File: src/sv/fct_pkg.sv
package fct_pkg;

    // Operation codes carried on the input tuser.
    typedef enum logic [1:0] {
        OP_REC_V4 = 2'd0,
        OP_REC_V6 = 2'd1,
        OP_CLEAR  = 2'd2,
        OP_READ   = 2'd3
    } fct_op_t;

    // Result codes carried on the output tuser.
    typedef enum logic [2:0] {
        STS_UPDATED   = 3'd0,
        STS_NEW       = 3'd1,
        STS_FULL      = 3'd2,
        STS_CLEARED   = 3'd3,
        STS_READ_OK   = 3'd4,
        STS_READ_NONE = 3'd5
    } fct_status_t;

    typedef enum logic [1:0] {
        ST_IDLE,
        ST_SCAN,
        ST_READ,
        ST_RESULT
    } fct_state_t;

    localparam int unsigned HITS_W = 32;

    // One stored fragment context.
    typedef struct packed {
        logic              is_v6;
        logic [31:0]       ident;
        logic [HITS_W-1:0] hits;
        logic              done;
        logic [63:0]       src_hi;
        logic [63:0]       src_lo;
        logic [63:0]       dst_hi;
        logic [63:0]       dst_lo;
    } fct_entry_t;

    // One input transaction, unpacked.
    typedef struct packed {
        fct_op_t     op;
        logic [63:0] src_hi;
        logic [63:0] src_lo;
        logic [63:0] dst_hi;
        logic [63:0] dst_lo;
        logic [31:0] frag_ident;
        logic        is_complete;
        logic [5:0]  read_slot;
    } fct_item_t;

    // One result transaction.
    typedef struct packed {
        fct_status_t status;
        logic [5:0]  slot;
        fct_entry_t  entry;
        logic [6:0]  used_entries;
    } fct_result_t;

    localparam fct_entry_t ENTRY_ZERO = '0;

endpackage

File: src/sv/fct_engine.sv
module fct_engine
    import fct_pkg::*;
#(
    parameter int unsigned DEPTH = 64,
    parameter int unsigned AW    = 6,
    parameter int unsigned CW    = 7
)
(
    input  logic          clk,
    input  logic          rst_n,
    input  logic          item_valid,
    output logic          item_ready,
    input  fct_item_t     item,
    output logic          res_valid,
    input  logic          res_ready,
    output fct_result_t   res,
    output logic          mem_rd_en,
    output logic [AW-1:0] mem_rd_addr,
    input  fct_entry_t    mem_rd_data,
    output logic          mem_wr_en,
    output logic [AW-1:0] mem_wr_addr,
    output fct_entry_t    mem_wr_data
);

    localparam int unsigned CMPW = (CW > 7) ? CW : 7;

    fct_state_t    state_reg, state_next;
    logic [CW-1:0] fill_reg, fill_next;
    logic [CW-1:0] rd_idx_reg, rd_idx_next;
    logic          cmp_vld_reg, cmp_vld_next;
    logic [AW-1:0] cmp_idx_reg, cmp_idx_next;
    fct_entry_t    key_reg, key_next;
    logic [5:0]    rslot_reg, rslot_next;
    fct_result_t   res_reg, res_next;

    logic          key_v6;
    logic          hit;
    logic          slot_ok;
    logic [CW-1:0] fill_inc;
    fct_entry_t    upd_entry;
    fct_entry_t    new_entry;

    // Normalized search key for a new record; it is also the new entry's image.
    always_comb
    begin
        key_v6           = (item.op == OP_REC_V6);
        key_next         = ENTRY_ZERO;
        key_next.is_v6   = key_v6;
        key_next.done    = item.is_complete;
        key_next.hits    = HITS_W'(1);
        if (key_v6)
        begin
            key_next.ident  = item.frag_ident;
            key_next.src_hi = item.src_hi;
            key_next.src_lo = item.src_lo;
            key_next.dst_hi = item.dst_hi;
            key_next.dst_lo = item.dst_lo;
        end
        else
        begin
            key_next.ident  = {16'd0, item.frag_ident[15:0]};
            key_next.src_lo = {32'd0, item.src_lo[31:0]};
            key_next.dst_lo = {32'd0, item.dst_lo[31:0]};
        end
    end

    // IPv6 entries match on identification only; IPv4 also on both addresses.
    always_comb
    begin
        if (key_reg.is_v6)
        begin
            hit = mem_rd_data.is_v6 && (mem_rd_data.ident == key_reg.ident);
        end
        else
        begin
            hit = !mem_rd_data.is_v6 && (mem_rd_data.ident == key_reg.ident)
                  && (mem_rd_data.src_lo == key_reg.src_lo)
                  && (mem_rd_data.dst_lo == key_reg.dst_lo);
        end
    end

    always_comb
    begin
        upd_entry = mem_rd_data;
        if (mem_rd_data.hits != '1)
        begin
            upd_entry.hits = mem_rd_data.hits + HITS_W'(1);
        end
        if (key_reg.done)
        begin
            upd_entry.done = 1'b1;
        end
    end

    assign new_entry = key_reg;
    assign fill_inc  = fill_reg + CW'(1);
    assign slot_ok   = (CMPW'(item.read_slot) < CMPW'(fill_reg))
                       && (CMPW'(item.read_slot) < CMPW'(DEPTH));

    always_comb
    begin
        state_next   = state_reg;
        fill_next    = fill_reg;
        rd_idx_next  = rd_idx_reg;
        cmp_vld_next = cmp_vld_reg;
        cmp_idx_next = cmp_idx_reg;
        rslot_next   = rslot_reg;
        res_next     = res_reg;
        mem_rd_en    = 1'b0;
        mem_rd_addr  = rd_idx_reg[AW-1:0];
        mem_wr_en    = 1'b0;
        mem_wr_addr  = cmp_idx_reg;
        mem_wr_data  = upd_entry;
        item_ready   = 1'b0;
        res_valid    = 1'b0;

        unique case (state_reg)
            ST_IDLE:
            begin
                item_ready = 1'b1;
                if (item_valid)
                begin
                    rslot_next = item.read_slot;
                    unique case (item.op) inside
                        OP_CLEAR:
                        begin
                            fill_next             = '0;
                            res_next.status       = STS_CLEARED;
                            res_next.slot         = '0;
                            res_next.entry        = ENTRY_ZERO;
                            res_next.used_entries = '0;
                            state_next            = ST_RESULT;
                        end
                        OP_READ:
                        begin
                            if (slot_ok)
                            begin
                                mem_rd_en   = 1'b1;
                                mem_rd_addr = AW'(item.read_slot);
                                state_next  = ST_READ;
                            end
                            else
                            begin
                                res_next.status       = STS_READ_NONE;
                                res_next.slot         = item.read_slot;
                                res_next.entry        = ENTRY_ZERO;
                                res_next.used_entries = 7'(fill_reg);
                                state_next            = ST_RESULT;
                            end
                        end
                        OP_REC_V4, OP_REC_V6:
                        begin
                            rd_idx_next  = '0;
                            cmp_vld_next = 1'b0;
                            state_next   = ST_SCAN;
                        end
                        default:
                        begin
                            state_next = ST_IDLE;
                        end
                    endcase
                end
            end
            ST_SCAN:
            begin
                // Reads run one entry ahead of the compare.
                if (cmp_vld_reg && hit)
                begin
                    mem_wr_en             = 1'b1;
                    mem_wr_addr           = cmp_idx_reg;
                    mem_wr_data           = upd_entry;
                    res_next.status       = STS_UPDATED;
                    res_next.slot         = 6'(cmp_idx_reg);
                    res_next.entry        = upd_entry;
                    res_next.used_entries = 7'(fill_reg);
                    state_next            = ST_RESULT;
                end
                else if (rd_idx_reg < fill_reg)
                begin
                    mem_rd_en    = 1'b1;
                    mem_rd_addr  = rd_idx_reg[AW-1:0];
                    cmp_idx_next = rd_idx_reg[AW-1:0];
                    cmp_vld_next = 1'b1;
                    rd_idx_next  = rd_idx_reg + CW'(1);
                end
                else if (CMPW'(fill_reg) < CMPW'(DEPTH))
                begin
                    mem_wr_en             = 1'b1;
                    mem_wr_addr           = fill_reg[AW-1:0];
                    mem_wr_data           = new_entry;
                    fill_next             = fill_inc;
                    res_next.status       = STS_NEW;
                    res_next.slot         = 6'(fill_reg[AW-1:0]);
                    res_next.entry        = new_entry;
                    res_next.used_entries = 7'(fill_inc);
                    state_next            = ST_RESULT;
                end
                else
                begin
                    res_next.status       = STS_FULL;
                    res_next.slot         = '0;
                    res_next.entry        = ENTRY_ZERO;
                    res_next.used_entries = 7'(fill_reg);
                    state_next            = ST_RESULT;
                end
            end
            ST_READ:
            begin
                res_next.status       = STS_READ_OK;
                res_next.slot         = rslot_reg;
                res_next.entry        = mem_rd_data;
                res_next.used_entries = 7'(fill_reg);
                state_next            = ST_RESULT;
            end
            ST_RESULT:
            begin
                res_valid = 1'b1;
                if (res_ready)
                begin
                    state_next = ST_IDLE;
                end
            end
            default:
            begin
                state_next = ST_IDLE;
            end
        endcase
    end

    always_ff @(posedge clk or negedge rst_n)
    begin
        if (!rst_n)
        begin
            state_reg   <= ST_IDLE;
            fill_reg    <= '0;
            rd_idx_reg  <= '0;
            cmp_vld_reg <= 1'b0;
        end
        else
        begin
            state_reg   <= state_next;
            fill_reg    <= fill_next;
            rd_idx_reg  <= rd_idx_next;
            cmp_vld_reg <= cmp_vld_next;
        end
    end

    always_ff @(posedge clk)
    begin
        cmp_idx_reg <= cmp_idx_next;
        rslot_reg   <= rslot_next;
        res_reg     <= res_next;
        if (state_reg == ST_IDLE && item_valid)
        begin
            key_reg <= key_next;
        end
    end

    assign res = res_reg;

endmodule

File: config.mk
export PLATFORM = sky130hd
export DESIGN_NAME = fct_engine
export DESIGN_NICKNAME = d
export VERILOG_FILES = /design/src/sv/fct_pkg.sv /design/src/sv/fct_engine.sv
export SDC_FILE = /design/constraint.sdc
export NUM_CORES = 1
export LEC_CHECK = 0
export ABC_AREA = 1
export ABC_CLOCK_PERIOD_IN_PS = 55700
export BUFFER_PORTS_ARGS = -buffer_cell sky130_fd_sc_hd__buf_4
export CAP_MARGIN = 10
export CORE_AREA = 2 2 512 514
export DETAILED_ROUTE_END_ITERATION = 8
export DIE_AREA = 0 0 514 516
export PLACE_DENSITY = 0.41
export SLEW_MARGIN = 25
export SYNTH_ARGS = -nofsm -noshare
export SYNTH_HDL_FRONTEND = slang
export SYNTH_SLANG_ARGS = --single-unit
File: constraint.sdc
create_clock -name clk -period 55.7 [get_ports clk]
set_input_delay 2.785 -clock clk [delete_from_list [all_inputs] [get_ports clk]]
set_output_delay 2.785 -clock clk [all_outputs]
set_load 0.02 [all_outputs]
==> metrics.yaml, run 1 <==
power:
  intPower_uw: 1700
  leakage_uw: 0.0260
  p_sw_uw: 1710
  clkPwrFrac_pct: 19.7
  swShare_pct: 50.1
  p_total_uw: 3420
  seq_power_share_pct: 26.2
  ir_drop_mv: 0.0478
  pwr-share-comb_pct: 54.1
  power_density_mw_per_mm2: 63.3
placement:
  gp_congestion: 0.909
  placed_cell_area_sq_mm: 0.0506
  dp_hpwl_mm: 203
  io_buffers: 1298
sta:
  fin_crit_ns: 10.55
  tightest_slew_ns: 1.10
  setup_tns_ns: 0
  post-route-period-util_pct: 18.9
  skew_ns: 0.0282
  setup_viol: 0
  rsz0062_at_grt: "no"
  finalMaxSlewViolations: 0
  hold_viol_final: 0
  slew_headroom_pct: 26.5
  fmax_ghz: 0.0948
routing:
  routed_via_density: 4.14
  drt-initial-drc-count: 3648
  routed_wl_mm: 263
  via_count: 38700
  wl_per_cell_um: 28.2
  dr.pass1.iters: 6
  ant_nets: 0
  route.detailed.drc: 0
synthesis:
  ys_seq_area_share_pct: 52.6
  synth.avg_cell_area_sq_um: 7.97
  synth_cell_types: 36
  yosys.area.top_type_share_pct: 51.4
  synth_seq_cells: 657
  synth_area_leaders: "edfxtp_1, nand2_1, inv_1"
  synth_area_leader_cell: "edfxtp_1"
  synth_warnings: 0
  synth_nets: 5331
  syn_area_sq_mm: 0.0374
  synthCells: 4688
min_path:
  hold_class: "reg -> reg"
  min_path_cells: 0
floorplanning:
  start_util_pct: 14.4
  die_y_um: 516
  std_cell_rows: 187
  die_w_um: 514
  dieArea_sq_mm: 0.265
  ios: 1299
  core_area_sq_mm: 0.259
setup_path:
  crit_arrival_ns: 7.76
  worstPathRequired_ns: 52.92
  path_max_fanout: 127
  cp_num_cells: 20
  setup.worst_path.start_class: "input pin"
  critPathBufInv: 6
  worstPathCellList: "buf_4 > inv_1 > nand2_1 > nand4_1 > nor2_1 > nand2_1 > nor2_1 > nand2_1 > nor2_1 > nand2_1 > nand2_4 > nand2_8 > nand3_4 > nor2_4 > buf_12 > inv_8 > buf_4 > nand2_1 > nand2_1 > buf_4"
  worst-setup-path-type: "in -> out"
  cpMostUsedCell: "nand2_1"
  crit_slowest_cell: "buf_4"
  critPathCaptureType: "output pin"
  slowest_delay_ns: 0.74
  path_delay_family: "simple AND/OR/NAND/NOR gates"
  reg2regPathDepth: 17
clock_network:
  cts_setup_buffers: 0
  cts_inserted_buffers: 97
  postCtsHoldBufs: 0
  ctsRootBufferMaster: "clkbuf_16"
  clk_pin_slew_worst_paths_ns: 0.06
  clockBufferDepth: 3
  insertion_delay_ns: 0.75
  tritoncts: "built"
  cts.repair.resized: 0
  cts.sinks: 657
  htree_levels: 3
finish:
  syn_to_final_growth_pct: 44.6
  fin_util_pct: 20.8
  drive_gt1_share_pct: 25.7
  largest_reg_flops: 338
  nNetsFinal: 6492
  fin_area_sq_mm: 0.0540
global_routing:
  antenna_found_initial: 60
  gr-total-overflow: 0
  grtUsageTotal_pct: 18.9
  grt_pass1_vias: 37800
  grt_pass1_wl_mm: 345
  grt_max_degree: 148
run:
  cap_violations: 0
outcome:
  status: "complete, no violations"
[path summary, 6_finish.rpt]
kind | start | to | slack (ns)
setup / recovery | mem_rd_data[137] | mem_wr_data[18] | 45.15
hold / removal | rd_idx_reg[4]$_DFFE_PN0P_ | cmp_idx_reg[4]$_DFFE_PP_ | 0.55
setup reg to reg | key_reg[137]$_DFFE_PP_ | res[196]$_DFFE_PP_ | 49.25
hold reg to reg | rd_idx_reg[4]$_DFFE_PN0P_ | cmp_idx_reg[4]$_DFFE_PP_ | 0.55
max in group asynchronous | rst_n | fill_reg[6]$_DFFE_PN0P_ | 53.55
min in group asynchronous | rst_n | fill_reg[4]$_DFFE_PN0P_ | 1.92
[kinds of logic after synthesis]
logic type / share of synthesized area [%]
simple gates: 29.5
buf+inv: 11.2
flops: 52.6
compound gates: 4.51
xor+xnor: 1.52
fa+ha+maj: 0.670
[placed cells by master (no fill, tap or decap), types with 9 or more instances in the layout]
cell,instances
nand2_1,1508
nand4_1,275
ha_1,18
xor2_1,40
o22ai_1,23
clkinv_2,11
buf_4,1350
clkbuf_1,20
nor3_1,23
o21ai_1,31
inv_1,750
nor2_1,313
edfxtp_1,640
nor4_1,9
clkbuf_16,98
dfrtp_1,17
diode_2,20
bufinv_16,17
a21oi_1,114
xnor2_1,25
clkinv_1,13
o21ai_0,151
nand3_1,412
[synth_stat cells (all sizes together)]
cell	number
nand2	1512
inv	757
edfxtp	640
nand3	414
nor2	316
nand4	275
o21ai	182
clkbuf	151
buf	141
a21oi	115
xor2	40
xnor2	25
nor3	23
o22ai	23
ha	20
dfrtp	17
or2	17
nor4	10
o21bai	3
nand3b	2
o2111ai	2
and3	1
o211ai	1
o21a	1
[layer usage]
layer / global-route usage [%] / share of wire (%) / wire [um] / vias to the layer above
met5: 0 / 0.063 / 167 / -
li1: - / - / - / 17500
met3: 6.04 / 9.0 / 23600 / 308
met2: 31.1 / 47 / 122000 / 1842
met1: 23.2 / 41 / 107000 / 18900
met4: 6.85 / 3.7 / 9840 / 26
[layout make-up]
cell class | count | area [sq um]
sequential | 657 | 19600
clock buffer | 119 | 2540
multi-input combinational | 2982 | 13600
inverter | 757 | 2890
fill | 29100 | 205000
tap | 3402 | 4260
timing repair buffer | 1354 | 10200
antenna | 20 | 50.0
clock inverter | 53 | 788
[metrics by stage]
step	instances	hold WS, ns	setup slack [ns]
after global placement	9151	0.526	44.83
after global routing	9341	0.566	44.71
after detailed placement	9151	0.537	44.76
after floorplan	4688	0.453	17.99
final	9344	0.550	45.15
after CTS	9323	0.556	44.75
[power groups by stage]
stage / clock, uW / sequential (uW) / combinational (uW)
after global routing: 711 / 913 / 1980
after floorplan: 0 / 1220 / 732
final: 673 / 895 / 1850
after global placement: 0 / 906 / 1900
after CTS: 699 / 900 / 1890
after detailed placement: 0 / 907 / 1890
Power figures use the tool's default switching activity.
==> run 2: changes to the inputs <==
- ABC_CLOCK_PERIOD_IN_PS: 55700 -> 11000
- clock period: 55.7 -> 11 ns (I/O delays scaled with it)
==> metrics.yaml, run 2 (synthesis gave the netlist of run 1 again) <==
setup_path:
  slowest_delay_ns: 0.69
  path_delay_family: "simple AND/OR/NAND/NOR gates"
  path_max_fanout: 65
  critPathBufInv: 4
  setup.worst_path.start_class: "flop"
  regToRegSetupSlack_ns: 5.37
  crit_slowest_cell: "buf_4"
  crit_arrival_ns: 6.53
  regToRegStartpoint: "key_reg[136]$_DFFE_PP_"
  reg2regPathDepth: 16
  r2r_end: "res[294]$_DFFE_PP_"
  critPathCaptureType: "output pin"
  worst-setup-path-type: "reg -> out"
  worstPathCellList: "nand2_1 > nand4_1 > nor2_1 > nand2_1 > nor2_1 > nand2_1 > nor2_1 > nand2_1 > nand2_4 > nand2_8 > nand3_4 > nor2_4 > buf_4 > buf_4 > buf_4 > o21ai_0 > buf_4"
  worstPathRequired_ns: 10.45
sta:
  finalMaxSlewViolations: 0
  slew_headroom_pct: 30.9
  setup_viol: 0
  hold_viol_final: 0
  rsz0062_at_grt: "no"
  fmax_ghz: 0.141
  setup_slack_ns: 3.92
  skew_ns: 0.0310
  tightest_slew_ns: 1.04
  post-route-period-util_pct: 64.4
  fin_crit_ns: 7.08
routing:
  drt-initial-drc-count: 3280
  dr.pass1.iters: 6
  route.detailed.drc: 0
  wl_per_cell_um: 28.2
  ant_nets: 0
  routed_wl_mm: 266
  routed_via_density: 4.12
  via_count: 38900
global_routing:
  antenna_found_initial: 61
  gr-total-overflow: 0
  grt_max_degree: 130
  grt_pass1_wl_mm: 350
  grt_use_met2_pct: 31.8
  grtUsageMet1_pct: 23.3
  top_usage_layer: "met2"
  met3_usage_pct: 6.04
  grt_pass1_vias: 38600
  grtUsageTotal_pct: 19.1
floorplanning:
  die_y_um: 516
  die_w_um: 514
  ios: 1299
  core_area_sq_mm: 0.259
  std_cell_rows: 187
  dieArea_sq_mm: 0.265
  start_util_pct: 14.4
finish:
  nNetsFinal: 6577
  largest_reg_flops: 338
  drive_gt1_share_pct: 25.4
  num-fill-cells: 29100
  layout_commonest_cell: "nand2_1"
  fin_util_pct: 21.1
  final_cell_mix: "nand2_1, buf_4, inv_1"
  syn_to_final_growth_pct: 46.7
clock_network:
  htree_levels: 3
  postCtsHoldBufs: 88
  cts.sinks: 657
  ctsRootBufferMaster: "clkbuf_16"
  tritoncts: "built"
  insertion_delay_ns: 0.74
  cts_inserted_buffers: 95
  cts.repair.resized: 0
  cts_setup_buffers: 0
  clockBufferDepth: 3
  clk_pin_slew_worst_paths_ns: 0.06
power:
  ir_drop_mv: 0.303
  power_density_mw_per_mm2: 313
  leakage_uw: 0.0263
min_path:
  min_to: "key_reg[96]$_SDFFCE_PN0P_"
  hold_start: "item[135]"
  min_path_cells: 3
  hold_class: "in -> reg"
outcome:
  status: "complete, no violations"
placement:
  dp_hpwl_mm: 204
  gp_congestion: 0.947
  io_buffers: 1298
  place_ws_ns: 3.97
run:
  cap_violations: 0
-- run 2: changes by cell type in the layout (fill, tap and decap cells not counted), sizes merged --
cell and change:
bufinv -6, dlygate4sd3 +88, diode +5, clkinv +10
clkbuf -11, buf -1, clkinvlp +9
-- run 2: worst max path at each step --
stage	from	to	slack, ns	cells after the start
3_5_place_dp	mem_rd_data[137]	mem_wr_data[55]	3.97	19
6_report	key_reg[136]$_DFFE_PP_	mem_wr_data[55]	3.92	17
4_1_cts	key_reg[137]$_DFFE_PP_	mem_wr_data[55]	3.31	17
3_3_place_gp	mem_rd_data[137]	mem_wr_data[103]	3.93	19
2_1_floorplan	mem_rd_data[301]	res[0]$_DFFE_PP_	-1.93	11
5_1_grt	key_reg[136]$_DFFE_PP_	mem_wr_data[55]	3.42	17
-- run 2: where the power goes --
part | internal (uW) | leakage (uW) | switching, uW
sequential | 4080 | 0.00662 | 495
clock | 1870 | 0.00152 | 1420
combinational | 2530 | 0.0182 | 6790
total | 8480 | 0.0263 | 8700
-- run 2: tightest hold or removal path, cell delays in order --
cell and delay (ns):
buf_4 0.08, inv_1 0.03, nor2_1 0.08
-- run 2: per-stage QoR --
stage / cells / TNS (ns) / hold WS [ns] / power, uW / instance area, sq um
global placement: 9149 / 0 / 0.454 / 14200 / 50600
floorplan: 4688 / -652.21 / 0.254 / 9230 / 37400
finish: 9438 / 0 / 0.108 / 17200 / 54800
global route: 9432 / 0 / 0.0551 / 18100 / 54800
CTS: 9411 / 0 / 0.00864 / 17600 / 54700
detailed placement: 9149 / 0 / 0.454 / 14100 / 50600
-- run 2: final cells by class --
class                           instances  area, sq um  share of cell area (%)
Timing Repair Buffer                 1441        11100                    20.3
Sequential cell                       657        19600                    35.8
Inverter                              757         2900                    5.29
Clock buffer                          108         2450                    4.46
Tap cell                             3402         4260                    7.77
Antenna cell                           25         62.6                   0.114
Clock inverter                         66          752                    1.37
Multi-Input combinational cell       2982        13600                    24.8
-- run 2: metal layers --
layer | share of wire [%] | routed length, um
met3 | 8.9 | 23800
met2 | 47 | 125000
met5 | 0.038 | 100
met4 | 3.4 | 8980
met1 | 41 | 108000
